### config.mk
export PLATFORM = sky130hd
export DESIGN_NAME = nand_flash_transfer_sequencer_unit
export DESIGN_NICKNAME = d
export VERILOG_FILES = /design/src/rtl/nfts_pkg.sv /design/src/rtl/nfts_front.sv /design/src/rtl/nfts_queue.sv /design/src/rtl/nfts_back.sv /design/src/rtl/nand_flash_transfer_sequencer_unit.sv
export VERILOG_INCLUDE_DIRS = /design/src /design/src/rtl
export SDC_FILE = /design/constraint.sdc
export NUM_CORES = 1
export LEC_CHECK = 0
export ABC_CLOCK_PERIOD_IN_PS = 7800
export BUFFER_PORTS_ARGS = -buffer_cell sky130_fd_sc_hd__clkbuf_2
export CAP_MARGIN = 20
export CORE_UTILIZATION = 62
export DETAILED_ROUTE_END_ITERATION = 8
export GPL_TIMING_DRIVEN = 1
export PLACE_DENSITY = 0.76
export SYNTH_ARGS = -nofsm -noshare
export SYNTH_HDL_FRONTEND = slang
export SYNTH_SLANG_ARGS = --single-unit
### constraint.sdc
create_clock -name clock -period 7.8 [get_ports clock]
set_input_delay 0.78 -clock clock [delete_from_list [all_inputs] [get_ports clock]]
set_output_delay 0.78 -clock clock [all_outputs]
set_load 0.01 [all_outputs]
### src/rtl/assert_macros.svh
// ---------------------------------------------------------------------------
// Assertion macros shared by the sequencer RTL
// Clocked property checks that are disabled while reset is high.
// ---------------------------------------------------------------------------
`ifndef ASSERT_MACROS_SVH
`define ASSERT_MACROS_SVH

// A property that must hold at every rising clock edge outside reset.
`define ASSERT_CLK(lbl, prop, msg) \
   lbl: assert property (@(posedge clock) disable iff (reset) (prop)) else $error(msg);

// A condition that must never be seen at a rising clock edge outside reset.
`define ASSERT_NEVER(lbl, cond, msg) \
   `ASSERT_CLK(lbl, !(cond), msg)

`endif

### src/rtl/nfts_pkg.sv
`timescale 1ns / 1ps
// ---------------------------------------------------------------------------
// NAND transfer sequencer package
// Geometry constants, bus cycle slot numbering and the job record that
// travels from the front end through the queue to the back end.
// ---------------------------------------------------------------------------
package nfts_pkg;

   // Page and block sizes are powers of two.
   localparam int PAGE_BYTES      = 2048;
   localparam int PAGE_BITS       = $clog2(PAGE_BYTES);
   localparam int BLOCK_BYTES     = 131072;
   localparam int BLOCK_BITS      = $clog2(BLOCK_BYTES);
   localparam int PAGES_PER_BLOCK = BLOCK_BYTES / PAGE_BYTES;

   localparam int ROW_W  = 24;
   localparam int ADDR_W = 32;
   localparam int LEN_W  = 32;
   localparam int BLK_W  = LEN_W - BLOCK_BITS;
   localparam int DATA_W = 8;

   // Depth of the job queue; a power of two.
   localparam int QUEUE_DEPTH = 4;
   localparam int QUEUE_AW    = $clog2(QUEUE_DEPTH);

   // Every bus cycle a job can produce has a slot. A job is a set of slots,
   // and they leave in ascending slot order.
   localparam int SLOT_SEL    = 0;
   localparam int SLOT_ERR    = 1;
   localparam int SLOT_RDATA  = 2;
   localparam int SLOT_WDATA  = 3;
   localparam int SLOT_CMD10  = 4;
   localparam int SLOT_WAIT   = 5;
   localparam int SLOT_CMD00  = 6;
   localparam int SLOT_CMD80  = 7;
   localparam int SLOT_CMD60  = 8;
   localparam int SLOT_COL0   = 9;
   localparam int SLOT_COL1   = 10;
   localparam int SLOT_ROW0   = 11;
   localparam int SLOT_ROW1   = 12;
   localparam int SLOT_ROW2   = 13;
   localparam int SLOT_CMD30  = 14;
   localparam int SLOT_CMDD0  = 15;
   localparam int SLOT_CMD10B = 16;
   localparam int SLOT_WAIT2  = 17;
   localparam int SLOT_DESEL  = 18;
   localparam int SLOT_CNT    = 19;

   typedef logic [SLOT_CNT-1:0] slot_mask_type;

   typedef struct packed {
      slot_mask_type           mask;
      logic [ROW_W-1:0]        page;
      logic [PAGE_BITS-1:0]    column;
      logic [DATA_W-1:0]       data;
   } job_type;

   typedef struct packed {
      logic empty;
      logic full;
   } queue_status_type;

endpackage

### src/rtl/nfts_front.sv
`timescale 1ns / 1ps
`include "assert_macros.svh"
// ---------------------------------------------------------------------------
// NAND transfer sequencer front end
// Accepts request beats, keeps the transfer state and turns each beat into
// a job: the set of bus cycles it causes, with the address it needs.
// ---------------------------------------------------------------------------
module nfts_front (
   input  logic                                     clock,
   input  logic                                     reset,
   input  logic                                     req_tvalid,
   output logic                                     req_tready,
   input  logic [2:0]                               req_tuser,
   input  logic [nfts_pkg::ADDR_W+nfts_pkg::LEN_W+nfts_pkg::DATA_W-1:0] req_tdata,
   input  nfts_pkg::queue_status_type               queue_status,
   output logic                                     push,
   output nfts_pkg::job_type                        push_job
);
   import nfts_pkg::*;

   localparam logic [2:0] FUNC_READ  = 3'd0;
   localparam logic [2:0] FUNC_WRITE = 3'd1;
   localparam logic [2:0] FUNC_ERASE = 3'd2;
   localparam logic [2:0] FUNC_DATA  = 3'd3;
   localparam logic [2:0] FUNC_READY = 3'd4;

   localparam slot_mask_type ONE = slot_mask_type'(1);
   localparam slot_mask_type ROW3 = (ONE << SLOT_ROW0) | (ONE << SLOT_ROW1)
                                  | (ONE << SLOT_ROW2);
   localparam slot_mask_type ADDR5 = (ONE << SLOT_COL0) | (ONE << SLOT_COL1) | ROW3;
   localparam slot_mask_type READ_OPEN = (ONE << SLOT_CMD00) | ADDR5
                                       | (ONE << SLOT_CMD30) | (ONE << SLOT_WAIT2);
   localparam slot_mask_type WRITE_OPEN = (ONE << SLOT_CMD80) | ADDR5;
   localparam slot_mask_type PROG_CLOSE = (ONE << SLOT_CMD10) | (ONE << SLOT_WAIT);
   localparam slot_mask_type ZERO_CLOSE = (ONE << SLOT_CMD10B) | (ONE << SLOT_WAIT2)
                                        | (ONE << SLOT_DESEL);
   localparam slot_mask_type ERASE_BLOCK = (ONE << SLOT_CMD60) | ROW3
                                         | (ONE << SLOT_CMDD0) | (ONE << SLOT_WAIT2);

   typedef enum logic [1:0] {
      MODE_IDLE  = 2'd0,
      MODE_READ  = 2'd1,
      MODE_WRITE = 2'd2,
      MODE_ERASE = 2'd3
   } mode_type;

   mode_type               mode_ff, mode_in;
   logic [ROW_W-1:0]       page_ff, page_in;
   logic [PAGE_BITS-1:0]   column_ff, column_in;
   logic [LEN_W-1:0]       left_ff, left_in;
   logic [BLK_W-1:0]       blocks_ff, blocks_in;

   logic [ADDR_W-1:0]      addr;
   logic [LEN_W-1:0]       len;
   logic [DATA_W-1:0]      data;
   logic                   accept;
   logic [PAGE_BITS:0]     column_inc;
   logic                   page_end;
   logic                   left_one;
   logic [ROW_W-1:0]       addr_row;
   slot_mask_type          mask;
   logic [ROW_W-1:0]       job_page;
   logic [PAGE_BITS-1:0]   job_column;

   assign addr = req_tdata[ADDR_W-1:0];
   assign len  = req_tdata[ADDR_W+LEN_W-1:ADDR_W];
   assign data = req_tdata[ADDR_W+LEN_W+DATA_W-1:ADDR_W+LEN_W];

   assign req_tready = !queue_status.full;
   assign accept     = req_tvalid && req_tready;

   assign column_inc = {1'b0, column_ff} + (PAGE_BITS+1)'(1);
   assign page_end   = column_inc[PAGE_BITS];
   assign left_one   = (left_ff == LEN_W'(1));
   assign addr_row   = ROW_W'(addr >> PAGE_BITS);

   always_comb begin
      mode_in    = mode_ff;
      page_in    = page_ff;
      column_in  = column_ff;
      left_in    = left_ff;
      blocks_in  = blocks_ff;
      mask       = '0;
      job_page   = page_ff;
      job_column = column_ff;

      if (req_tuser <= FUNC_ERASE && mode_ff != MODE_IDLE) begin
         mask[SLOT_ERR] = 1'b1;
      end else begin
         case (req_tuser)
            FUNC_READ: begin
               page_in    = addr_row;
               column_in  = addr[PAGE_BITS-1:0];
               left_in    = len;
               job_page   = addr_row;
               job_column = addr[PAGE_BITS-1:0];
               mask[SLOT_SEL] = 1'b1;
               if (len == '0) begin
                  mask[SLOT_DESEL] = 1'b1;
               end else begin
                  mask    = mask | READ_OPEN;
                  mode_in = MODE_READ;
               end
            end
            FUNC_WRITE: begin
               page_in    = addr_row;
               column_in  = addr[PAGE_BITS-1:0];
               left_in    = len;
               job_page   = addr_row;
               job_column = addr[PAGE_BITS-1:0];
               mask       = (ONE << SLOT_SEL) | WRITE_OPEN;
               if (len == '0) begin
                  mask      = mask | ZERO_CLOSE;
                  column_in = '0;
               end else begin
                  mode_in = MODE_WRITE;
               end
            end
            FUNC_ERASE: begin
               if (addr[BLOCK_BITS-1:0] != '0 || len[BLOCK_BITS-1:0] != '0) begin
                  mask[SLOT_ERR] = 1'b1;
               end else begin
                  page_in    = addr_row;
                  column_in  = '0;
                  job_page   = addr_row;
                  mask[SLOT_SEL] = 1'b1;
                  if (len == '0) begin
                     mask[SLOT_DESEL] = 1'b1;
                  end else begin
                     blocks_in = len[LEN_W-1:BLOCK_BITS] - BLK_W'(1);
                     mask      = mask | ERASE_BLOCK;
                     mode_in   = MODE_ERASE;
                  end
               end
            end
            FUNC_DATA: begin
               if (mode_ff == MODE_READ) begin
                  mask[SLOT_RDATA] = 1'b1;
                  column_in = column_inc[PAGE_BITS-1:0];
                  left_in   = left_ff - LEN_W'(1);
                  if (left_one) begin
                     mask[SLOT_DESEL] = 1'b1;
                     mode_in = MODE_IDLE;
                  end else if (page_end) begin
                     page_in    = page_ff + ROW_W'(1);
                     job_page   = page_ff + ROW_W'(1);
                     job_column = '0;
                     mask       = mask | READ_OPEN;
                  end
               end else if (mode_ff == MODE_WRITE) begin
                  mask[SLOT_WDATA] = 1'b1;
                  column_in = column_inc[PAGE_BITS-1:0];
                  left_in   = left_ff - LEN_W'(1);
                  if (page_end || left_one) begin
                     mask      = mask | PROG_CLOSE;
                     column_in = '0;
                     if (left_one) begin
                        mask[SLOT_DESEL] = 1'b1;
                        mode_in = MODE_IDLE;
                     end else begin
                        page_in    = page_ff + ROW_W'(1);
                        job_page   = page_ff + ROW_W'(1);
                        job_column = '0;
                        mask       = mask | WRITE_OPEN;
                     end
                  end
               end
            end
            FUNC_READY: begin
               if (mode_ff == MODE_ERASE) begin
                  if (blocks_ff == '0) begin
                     mask[SLOT_DESEL] = 1'b1;
                     mode_in = MODE_IDLE;
                  end else begin
                     blocks_in = blocks_ff - BLK_W'(1);
                     page_in   = page_ff + ROW_W'(PAGES_PER_BLOCK);
                     job_page  = page_ff + ROW_W'(PAGES_PER_BLOCK);
                     mask      = ERASE_BLOCK;
                  end
               end
            end
            default: begin
               mask = '0;
            end
         endcase
      end
   end

   assign push            = accept && (mask != '0);
   assign push_job.mask   = mask;
   assign push_job.page   = job_page;
   assign push_job.column = job_column;
   assign push_job.data   = data;

   always_ff @(posedge clock) begin
      if (reset) begin
         mode_ff   <= MODE_IDLE;
         page_ff   <= '0;
         column_ff <= '0;
         left_ff   <= '0;
         blocks_ff <= '0;
      end else if (accept) begin
         mode_ff   <= mode_in;
         page_ff   <= page_in;
         column_ff <= column_in;
         left_ff   <= left_in;
         blocks_ff <= blocks_in;
      end
   end

   // A read or write in progress always has at least one byte outstanding.
   `ASSERT_NEVER(a_busy_has_bytes,
      (mode_ff == MODE_READ || mode_ff == MODE_WRITE) && left_ff == '0,
      "transfer active with no bytes left")

endmodule

### src/rtl/nfts_queue.sv
`timescale 1ns / 1ps
`include "assert_macros.svh"
// ---------------------------------------------------------------------------
// NAND transfer sequencer job queue
// A short first-in first-out buffer of jobs between the front and back end.
// ---------------------------------------------------------------------------
module nfts_queue (
   input  logic                        clock,
   input  logic                        reset,
   input  logic                        push,
   input  nfts_pkg::job_type           push_job,
   input  logic                        pop,
   output nfts_pkg::job_type           head_job,
   output nfts_pkg::queue_status_type  status
);
   import nfts_pkg::*;

   job_type                entry_ff [QUEUE_DEPTH];
   logic [QUEUE_AW-1:0]    wr_ptr_ff, wr_ptr_in;
   logic [QUEUE_AW-1:0]    rd_ptr_ff, rd_ptr_in;
   logic [QUEUE_AW:0]      count_ff, count_in;

   assign status.empty = (count_ff == '0);
   assign status.full  = (count_ff == (QUEUE_AW+1)'(QUEUE_DEPTH));
   assign head_job     = entry_ff[rd_ptr_ff];

   always_comb begin
      wr_ptr_in = push ? wr_ptr_ff + QUEUE_AW'(1) : wr_ptr_ff;
      rd_ptr_in = pop  ? rd_ptr_ff + QUEUE_AW'(1) : rd_ptr_ff;
      count_in  = count_ff;
      if (push && !pop) begin
         count_in = count_ff + (QUEUE_AW+1)'(1);
      end else if (pop && !push) begin
         count_in = count_ff - (QUEUE_AW+1)'(1);
      end
   end

   always_ff @(posedge clock) begin
      if (push) begin
         entry_ff[wr_ptr_ff] <= push_job;
      end
   end

   always_ff @(posedge clock) begin
      if (reset) begin
         wr_ptr_ff <= '0;
         rd_ptr_ff <= '0;
         count_ff  <= '0;
      end else begin
         wr_ptr_ff <= wr_ptr_in;
         rd_ptr_ff <= rd_ptr_in;
         count_ff  <= count_in;
      end
   end

   `ASSERT_NEVER(a_no_push_full, push && status.full, "job pushed into a full queue")
   `ASSERT_NEVER(a_no_pop_empty, pop && status.empty, "job popped from an empty queue")

endmodule

### src/rtl/nfts_back.sv
`timescale 1ns / 1ps
`include "assert_macros.svh"
// ---------------------------------------------------------------------------
// NAND transfer sequencer back end
// Walks the slots of each job in order and drives one bus cycle beat per
// clock into the registered response stage while that stage is free.
// ---------------------------------------------------------------------------
module nfts_back (
   input  logic                        clock,
   input  logic                        reset,
   input  nfts_pkg::job_type           head_job,
   input  nfts_pkg::queue_status_type  queue_status,
   output logic                        pop,
   output logic                        rsp_tvalid,
   input  logic                        rsp_tready,
   output logic [2:0]                  rsp_tuser,
   output logic [7:0]                  rsp_tdata,
   output logic                        rsp_tlast
);
   import nfts_pkg::*;

   localparam logic [2:0] KIND_SELECT   = 3'd0;
   localparam logic [2:0] KIND_DESELECT = 3'd1;
   localparam logic [2:0] KIND_COMMAND  = 3'd2;
   localparam logic [2:0] KIND_ADDRESS  = 3'd3;
   localparam logic [2:0] KIND_WDATA    = 3'd4;
   localparam logic [2:0] KIND_RDATA    = 3'd5;
   localparam logic [2:0] KIND_WAIT     = 3'd6;
   localparam logic [2:0] KIND_ERROR    = 3'd7;

   localparam logic [7:0] CMD_READ      = 8'h00;
   localparam logic [7:0] CMD_READ_GO   = 8'h30;
   localparam logic [7:0] CMD_PROGRAM   = 8'h80;
   localparam logic [7:0] CMD_PROG_GO   = 8'h10;
   localparam logic [7:0] CMD_ERASE     = 8'h60;
   localparam logic [7:0] CMD_ERASE_GO  = 8'hD0;

   job_type          cur_ff, cur_in;
   logic             valid_ff, valid_in;
   logic [2:0]       kind_ff, kind_in;
   logic [7:0]       value_ff, value_in;
   logic             last_ff, last_in;

   logic             use_head;
   job_type          eff;
   logic             eff_valid;
   logic             out_free;
   logic             fire;
   slot_mask_type    lowest;
   slot_mask_type    rest;
   logic [15:0]      column16;

   // While the current job is spent, the queue head is worked on directly,
   // so single-beat jobs leave at one per clock while the response stage is free.
   assign use_head  = (cur_ff.mask == '0);
   assign eff       = use_head ? head_job : cur_ff;
   assign eff_valid = use_head ? !queue_status.empty : 1'b1;
   assign out_free  = !valid_ff || rsp_tready;
   assign fire      = out_free && eff_valid;
   assign pop       = fire && use_head;

   assign lowest   = eff.mask & (~eff.mask + slot_mask_type'(1));
   assign rest     = eff.mask & ~lowest;
   assign column16 = 16'(eff.column);

   always_comb begin
      kind_in  = KIND_SELECT;
      value_in = '0;
      unique case (1'b1)
         lowest[SLOT_SEL]:    kind_in = KIND_SELECT;
         lowest[SLOT_ERR]:    kind_in = KIND_ERROR;
         lowest[SLOT_RDATA]:  begin kind_in = KIND_RDATA; value_in = eff.data; end
         lowest[SLOT_WDATA]:  begin kind_in = KIND_WDATA; value_in = eff.data; end
         lowest[SLOT_CMD10]:  begin kind_in = KIND_COMMAND; value_in = CMD_PROG_GO; end
         lowest[SLOT_WAIT]:   kind_in = KIND_WAIT;
         lowest[SLOT_CMD00]:  begin kind_in = KIND_COMMAND; value_in = CMD_READ; end
         lowest[SLOT_CMD80]:  begin kind_in = KIND_COMMAND; value_in = CMD_PROGRAM; end
         lowest[SLOT_CMD60]:  begin kind_in = KIND_COMMAND; value_in = CMD_ERASE; end
         lowest[SLOT_COL0]:   begin kind_in = KIND_ADDRESS; value_in = column16[7:0]; end
         lowest[SLOT_COL1]:   begin kind_in = KIND_ADDRESS; value_in = column16[15:8]; end
         lowest[SLOT_ROW0]:   begin kind_in = KIND_ADDRESS; value_in = eff.page[7:0]; end
         lowest[SLOT_ROW1]:   begin kind_in = KIND_ADDRESS; value_in = eff.page[15:8]; end
         lowest[SLOT_ROW2]:   begin kind_in = KIND_ADDRESS; value_in = eff.page[23:16]; end
         lowest[SLOT_CMD30]:  begin kind_in = KIND_COMMAND; value_in = CMD_READ_GO; end
         lowest[SLOT_CMDD0]:  begin kind_in = KIND_COMMAND; value_in = CMD_ERASE_GO; end
         lowest[SLOT_CMD10B]: begin kind_in = KIND_COMMAND; value_in = CMD_PROG_GO; end
         lowest[SLOT_WAIT2]:  kind_in = KIND_WAIT;
         lowest[SLOT_DESEL]:  kind_in = KIND_DESELECT;
         default: begin
            kind_in  = KIND_SELECT;
            value_in = '0;
         end
      endcase
   end

   always_comb begin
      cur_in   = cur_ff;
      valid_in = valid_ff;
      last_in  = (rest == '0);
      if (fire) begin
         cur_in      = eff;
         cur_in.mask = rest;
         valid_in    = 1'b1;
      end else if (out_free) begin
         valid_in = 1'b0;
      end
   end

   always_ff @(posedge clock) begin
      if (reset) begin
         cur_ff.mask <= '0;
         valid_ff    <= 1'b0;
      end else begin
         cur_ff.mask <= cur_in.mask;
         valid_ff    <= valid_in;
      end
      cur_ff.page   <= cur_in.page;
      cur_ff.column <= cur_in.column;
      cur_ff.data   <= cur_in.data;
      if (fire) begin
         kind_ff  <= kind_in;
         value_ff <= value_in;
         last_ff  <= last_in;
      end
   end

   assign rsp_tvalid = valid_ff;
   assign rsp_tuser  = kind_ff;
   assign rsp_tdata  = value_ff;
   assign rsp_tlast  = last_ff;

   // A job with beats still to go was started by a beat still on show or
   // taken in this cycle, so the response stage is never empty then.
   `ASSERT_CLK(a_job_has_beat, (cur_ff.mask != '0) |-> valid_ff,
      "job in progress with an empty response stage")

endmodule

### src/rtl/nand_flash_transfer_sequencer_unit.sv
`timescale 1ns / 1ps
// ---------------------------------------------------------------------------
// NAND flash transfer sequencer
// Turns read, write and erase requests for a large-page NAND device into
// the ordered list of bus cycles: select, commands, address bytes, data,
// wait for ready and deselect.
// ---------------------------------------------------------------------------
// Use: request beats arrive on req_*; tuser carries the function (start
// read, start write, start erase, data byte, flash ready) and tdata the
// start address, transfer length and data byte. Each request beat yields
// zero to ten bus cycle beats on rsp_*, with tuser the cycle kind, tdata
// the command, address or data byte and tlast on the final beat of the
// request. Start beats while a transfer runs, and unaligned erases, give a
// single error beat.
// A taken request beat's job is first written into the job queue; its
// first bus cycle beat then goes out from the registered response stage.
// Throughput: one bus cycle beat per clock while rsp_tready is high; a
// request beat is taken every clock while the job queue (four deep) has
// room, so a data stream passes one byte per clock.
// Reset clears the transfer state to idle and empties the queue. When the
// receiver holds rsp_tready low the current beat is held, the queue fills
// and then req_tready falls until beats drain again.
// ---------------------------------------------------------------------------
module nand_flash_transfer_sequencer_unit (
   input  logic          clock,
   input  logic          reset,
   input  logic          req_tvalid,
   output logic          req_tready,
   input  logic [2:0]    req_tuser,   // func
   input  logic [71:0]   req_tdata,   // start_address, transfer_length, data_byte
   output logic          rsp_tvalid,
   input  logic          rsp_tready,
   output logic [2:0]    rsp_tuser,   // cycle_kind
   output logic [7:0]    rsp_tdata,   // bus_value
   output logic          rsp_tlast
);
   import nfts_pkg::*;

   logic              push;
   job_type           push_job;
   logic              pop;
   job_type           head_job;
   queue_status_type  queue_status;

   nfts_front u_front (
      .clock        (clock),
      .reset        (reset),
      .req_tvalid   (req_tvalid),
      .req_tready   (req_tready),
      .req_tuser    (req_tuser),
      .req_tdata    (req_tdata),
      .queue_status (queue_status),
      .push         (push),
      .push_job     (push_job)
   );

   nfts_queue u_queue (
      .clock    (clock),
      .reset    (reset),
      .push     (push),
      .push_job (push_job),
      .pop      (pop),
      .head_job (head_job),
      .status   (queue_status)
   );

   nfts_back u_back (
      .clock        (clock),
      .reset        (reset),
      .head_job     (head_job),
      .queue_status (queue_status),
      .pop          (pop),
      .rsp_tvalid   (rsp_tvalid),
      .rsp_tready   (rsp_tready),
      .rsp_tuser    (rsp_tuser),
      .rsp_tdata    (rsp_tdata),
      .rsp_tlast    (rsp_tlast)
   );

endmodule
Word level (Yosys, flattened, before mapping)
Memory sizes are Yosys's and may differ from the RTL's. A register that Yosys moved wholly into a read port is not among the register bits.
Cells that the tools add are included.

word-level totals
  register bits after elaboration = 166
  bits in latches = 0
  bits in writable memories = 248
  memory bits (read-only) = 0
  input bits = 79
  output and inout bits = 14
  memories kept = 1

operators by class
  add/sub/neg operators = 11
  $mul = 0
  divide/modulo/power cells = 0
  $lt $le $gt $ge = 1
  equal/unequal tests = 18
  shifts and indexed selects = 0
  muxes and demuxes = 78
  bitwise operators = 5
  reductions and logical operators = 41

memory list
  memory            depth  width  read ports  clocked after Yosys merged registers in  write ports  RTL line          source
  u_queue.entry_ff  4      62     1           1                                        1            nfts_queue.sv:18  job_type entry_ff [QUEUE_DEPTH];

operators by type and width
  operator                 count
  $mux W24                 10
  $mux W11                 12
  $pmux W24 S4             1
  $mux W19                 5
  $pmux W19 S5             1
  $mux W18                 5
  $pmux W8 S11             1
  $mux W32                 2
  $pmux W32 S2             1
  $mux W62                 1
  $mux W15                 4
  $pmux W11 S4             1
  $and A19 B19 Y19         2
  $logic_not A19 Y1        2
  $not A19 Y19             2
  $mux W17                 2
  $reduce_bool A17 Y1      2
  $eq A32 B1 Y1 const B    1
  $logic_not A32 Y1        1
  $sub A32 B1 Y32 const B  1
  $pmux W15 S2             1
  $sub A15 B1 Y15 const B  2
  $add A24 B1 Y24 const B  1
  $add A24 B7 Y24 const B  1
  other kinds (38)         92

Depth between registers and ports, before layout
  depth in word-level cells = 13
  depth in mapped cells = 15

Modules after synthesis
From an unflattened synthesis, not the netlist that was laid out.

second synthesis, totals
  cell total of the unflattened synthesis = 1826
  area total of the unflattened synthesis = 20628.5 um^2

by module, submodules not included
  module      instances  cells an instance  area an instance (um^2)  seq. area each (um^2)
  nfts_queue  1          368                9445.3                   7627.3
  nfts_front  1          1021               7131.8                   1681.6
  nfts_back   1          437                4051.4                   2031.9

Worst setup path before layout
OpenSTA, ideal clock, no wires.

  kind = in2reg
  start = in req_tdata[33]
  end = mem u_queue.entry_ff[0][0] in the netlist's numbering, enable pin
  arrival time = 3.713 ns
  path slack = 3.667 ns
  cell stages on the path = 7
  path buffers = 0
  path through = nor4_1 -> nand4_1 -> nor4_4 -> nand3_1 -> a21o_1 -> a21oi_1 -> and2_1

on the way
  longest elaborated chain between the ends = 9
  elaborated cells on any way between the ends = 18
  those cells by class = mux: 13; reduce/logical: 5

ends and longest elaborated chain
  item                                                      RTL line                                  source
  from (decl)                                               nand_flash_transfer_sequencer_unit.sv:30  input logic [71:0] req_tdata,
  $logic_not A32 Y1 or $reduce_bool A17 Y1 (tied branches)  n/a
  $mux W18, or another cell as far along                    nfts_front.sv:127                         if (len == '0) begin
  $mux W17 or $mux W1 (tied branches)                       nfts_front.sv:120                         if (addr[BLOCK_BITS-1:0] != '0 || len[BLOCK_BITS-1:0] != '0) begin
  $pmux W19 S5 *                                            nfts_front.sv:90                          case (req_tuser)
  $mux W17 or $mux W1 (tied branches)                       nfts_front.sv:87                          if (req_tuser <= FUNC_ERASE && mode_ff != MODE_IDLE) begin
  $reduce_bool A19 Y1 *                                     nfts_front.sv:189                         assign push = accept && (mask != '0);
  $logic_and A1 B1 Y1 *                                     nfts_front.sv:189
  named net push                                            nand_flash_transfer_sequencer_unit.sv:39  logic push;
  $mux W1 *                                                 nfts_queue.sv:39                          if (push) begin
  $mux W1 (implied by the code) *                           nfts_queue.sv:40                          entry_ff[wr_ptr_ff] <= push_job;
  to (decl)                                                 nfts_queue.sv:18

Mark *: on every way through the listed nets, which the timed path passes. The rest lies on a longest branch.

Worst setup path after layout
  start = reg u_front.blocks_ff[3]
  end = mem u_queue.entry_ff[2][42] in the netlist's numbering, enable pin

on the way
  longest elaborated chain between the ends = 9
  elaborated cells on any way between the ends = 10
  those cells by class = mux: 7; reduce/logical: 3

ends and longest elaborated chain
  item                                 RTL line                                  source
  from (decl)                          nfts_front.sv:51                          logic [BLK_W-1:0] blocks_ff, blocks_in;
  from (signal assigned)               nfts_front.sv:207                         blocks_ff <= blocks_in;
  $logic_not A15 Y1 *                  nfts_front.sv:171                         if (blocks_ff == '0) begin
  $mux W18 or $mux W1 (tied branches)  nfts_front.sv:171
  $mux W19 *                           nfts_front.sv:170                         if (mode_ff == MODE_ERASE) begin
  $pmux W19 S5 *                       nfts_front.sv:90
  $mux W17 *                           nfts_front.sv:87
  $reduce_bool A19 Y1 *                nfts_front.sv:189
  $logic_and A1 B1 Y1 *                nfts_front.sv:189
  named net push                       nand_flash_transfer_sequencer_unit.sv:39
  $mux W1 *                            nfts_queue.sv:39
  $mux W1 (implied by the code) *      nfts_queue.sv:40

Marks and branches as above.

==> results by group <==
Status
  • Outcome: completed

Route
  • DR iter-0 viols: 1810
  • Post-DRT Antenna Nets: 0
  • DRT Pass-1 Iters: 6
  • Avg WL per Cell: 23.6 µm
  • DR vias: 15554
  • WL final: 53.9 mm
  • Residual DRC: 0
  • Vias per inst: 6.80

STA
  • Pins Over Slew Limit: 0
  • Slew @ Worst Pin: 1180 ps
  • Final setup viols: 0
  • Post-route setup TNS: 0 ps
  • Headroom to the max-slew limit: 20.7%
  • Hold WS: 454 ps
  • RSZ-0062 raised after global routing: no
  • Clock skew: 15.6 ps
  • Final setup margin: 3510 ps
  • Max Freq: 0.233 GHz
  • Final Hold Fails: 0
  • Fin crit share: 55.0%
  • Period minus WS final: 4290 ps

Synth
  • Syn nets: 1901
  • Dominant synthesized flop cell: edfxtp_1
  • Synth Cell Area: 19300 µm²
  • Async SR Flop Fraction: 0%
  • Yosys reg bits: 391
  • Cells after synthesis: 1810
  • Netlist cell types: 81
  • Synth warn: 0
  • Post-synth EDFFs: 279
  • Syn_area_per_cell: 10.7 µm²
  • Seq/Total Area, Yosys: 54.9%

Global routing
  • First-pass GRT wire length: 82.3 mm
  • Vias in the first global route: 14589
  • Largest net degree at the start of global routing: 88
  • Remaining Overflow, GRT: 0
  • GRT Total Usage: 34.0%
  • Initial antenna violation count: 0

Setup path
  • CP Class: register to register
  • Critical Path Sink: u_queue.entry_ff[2][42]
  • R2R Path End: u_queue.entry_ff[2][42]
  • Critical Path RT: 7990 ps
  • Worst setup startpoint: u_front.blocks_ff[3]
  • Crit end category: register
  • Critical Path AT: 4480 ps
  • R2r setup slk: 3510 ps
  • Origin of the critical flop-to-flop path: u_front.blocks_ff[3]
  • Slowest stage delay, CP: 720 ps
  • Top cell by count, worst path: a21oi_1
  • Largest fanout on the critical path: 32
  • Worst path cell trace: nor4_1 -> nand4_1 -> o32ai_1 -> a21oi_1 -> a21oi_1 -> and2_2 -> buf_4
  • Register-to-Register Path Depth: 7
  • Type of element launching the critical path: register
  • Slowest-stage cell, CP: nor4_1

Clock tree
  • TritonCTS buffer count: 40
  • Clock Sinks: 391
  • PostCTS Resize Cnt: 0
  • CTS tree: done
  • Hold Buf Count CTS: 0
  • Clock latency on the worst-skew pair: 550 ps
  • Clock buffer depth: 3
  • Clock Pin Slew Worst Setup and Hold Paths: 60 ps
  • CTS root buf: clkbuf_16
  • H-tree levels: 2
  • Post-CTS setup buffers: 0

Cells and area
  • Antenna diode count: 0
  • Layout cell share with drive strength beyond 1: 15.1%
  • Nets: 1949
  • Commonest non-fill, non-tap cell in the layout: edfxtp_1
  • Fin cells: 2286
  • Post-layout util: 69.8%
  • Most frequent cells in the layout: 279 x edfxtp_1, 261 x nand2_1, 153 x nor2_1
  • Area growth syn-to-layout: 10.6%

Power
  • PD cells: 353 nW/µm²
  • LEAKAGE: 7.49 nW
  • Max VDD drop: 244 µV

Hold path
  • Class of the worst hold path: input pin to register

Place
  • IO Port Bufs: 92
  • Dpl cells: 2211
  • HPWL after DPL: 35.9 mm
  • Routability Congestion: 0.947
  • Pre-CTS WS: 3200 ps

Die
  • Die W: 179 µm
  • Die height: 179 µm
  • Io pins: 93
  • Die area: 31900 µm²
  • Rows: 64
  • Core Region: 30700 µm²
  • Initial Utilization: 63.1%

Run
  • Max-cap viol count: 0
flip-flops by register name, summed over array words and instances, names as in the netlist, named ones only:
name and count:
u_back.cur_ff 61, u_back.rsp_tdata 8, u_back.rsp_tlast 1, u_back.rsp_tuser 3, u_back.rsp_tvalid 1, u_front.blocks_ff 15, u_front.column_ff 11, u_front.left_ff 32
u_front.mode_ff 2, u_front.page_ff 24, u_queue.count_ff 3, u_queue.entry_ff 224, u_queue.rd_ptr_ff 2, u_queue.wr_ptr_ff 2
kinds of logic after synthesis:
logic type               after synthesis  synth area share (%)
XOR/XNOR                              21                 0.951
adder cells (fa/ha/maj)               12                 0.815
AND/OR/NAND/NOR                      740                  18.5
multiplexers                          78                  7.73
flip-flops                           391                  54.9
buffers and inverters                144                  2.92
AO/OA/AOI/OAI                        424                  14.2
how the worst min path moves through the flow:
stage	to	slack, ps	depth (start not counted)	startpoint
floorplan	u_back.cur_ff[60]	450	2	u_back.cur_ff[60]
global placement	u_front.left_ff[1]	470	2	u_front.left_ff[1]
detailed placement	u_front.left_ff[1]	480	2	u_front.left_ff[1]
CTS	u_queue.entry_ff[1][3]	440	1	req_tdata[67]
global route	u_queue.entry_ff[2][3]	450	1	req_tdata[67]
finish	u_queue.entry_ff[1][3]	450	1	req_tdata[67]
synth_stat cells, types with 12 or more instances:
cell type	number	area share [%]
inv_1	35	0.68
nor3_1	76	2.0
nand3_1	67	1.7
nor4_1	40	1.3
mux4_2	56	6.5
o31ai_1	15	0.58
a22oi_1	22	0.85
o21ai_0	116	3.0
mux2_2	12	0.70
a211oi_1	17	0.66
o2111ai_1	15	0.68
o21a_1	14	0.54
nand2_1	262	5.1
dfxtp_1	112	12
xor2_1	13	0.59
nand4_1	22	0.71
clkbuf_1	88	1.7
a31oi_1	32	1.0
or3_1	18	0.58
edfxtp_1	279	43
and2_1	12	0.39
nor2_1	154	3.0
a221oi_1	16	0.72
a21oi_1	94	2.4
nor2b_1	12	0.39
layer usage:
layer / vias up / routed length, µm / track usage (%)
met5: - / 0 / 0
met4: 0 / 2530 / 16.2
met3: 148 / 4170 / 5.17
met2: 848 / 26000 / 56.0
met1: 7539 / 21200 / 44.2
li1: 7019 / - / -
critical path: cells and delay by family, from the launching register on:
family          cells  cell delay (ps)
buf+inv             1              530
simple gates        3             1960
compound gates      3             1060
flops               1              330
metrics by stage:
| stage | power [mW] | instance area (µm²) |
|---|---|---|
| 5_1_grt | 7.89 | 21400 |
| 2_1_floorplan | 4.78 | 19300 |
| 6_report | 7.55 | 21400 |
| 3_3_place_gp | 5.58 | 20100 |
| 4_1_cts | 7.53 | 21400 |
| 3_5_place_dp | 5.61 | 20100 |
report_power, final:
group	switching, mW	internal [mW]
logic	1.84	0.889
registers	0.192	2.70
clock network	0.837	1.09
total	2.87	4.68
layout make-up:
| type | count | area [µm²] |
|---|---|---|
| multi-input cells | 1275 | 8190 |
| clock inverters | 30 | 298 |
| flip-flops and latches | 391 | 10600 |
| repair buffers | 115 | 639 |
| inverters | 35 | 131 |
| fillers | 2239 | 9270 |
| well taps | 396 | 495 |
| clock buffers | 44 | 1020 |
Power figures use the tool's default switching activity.
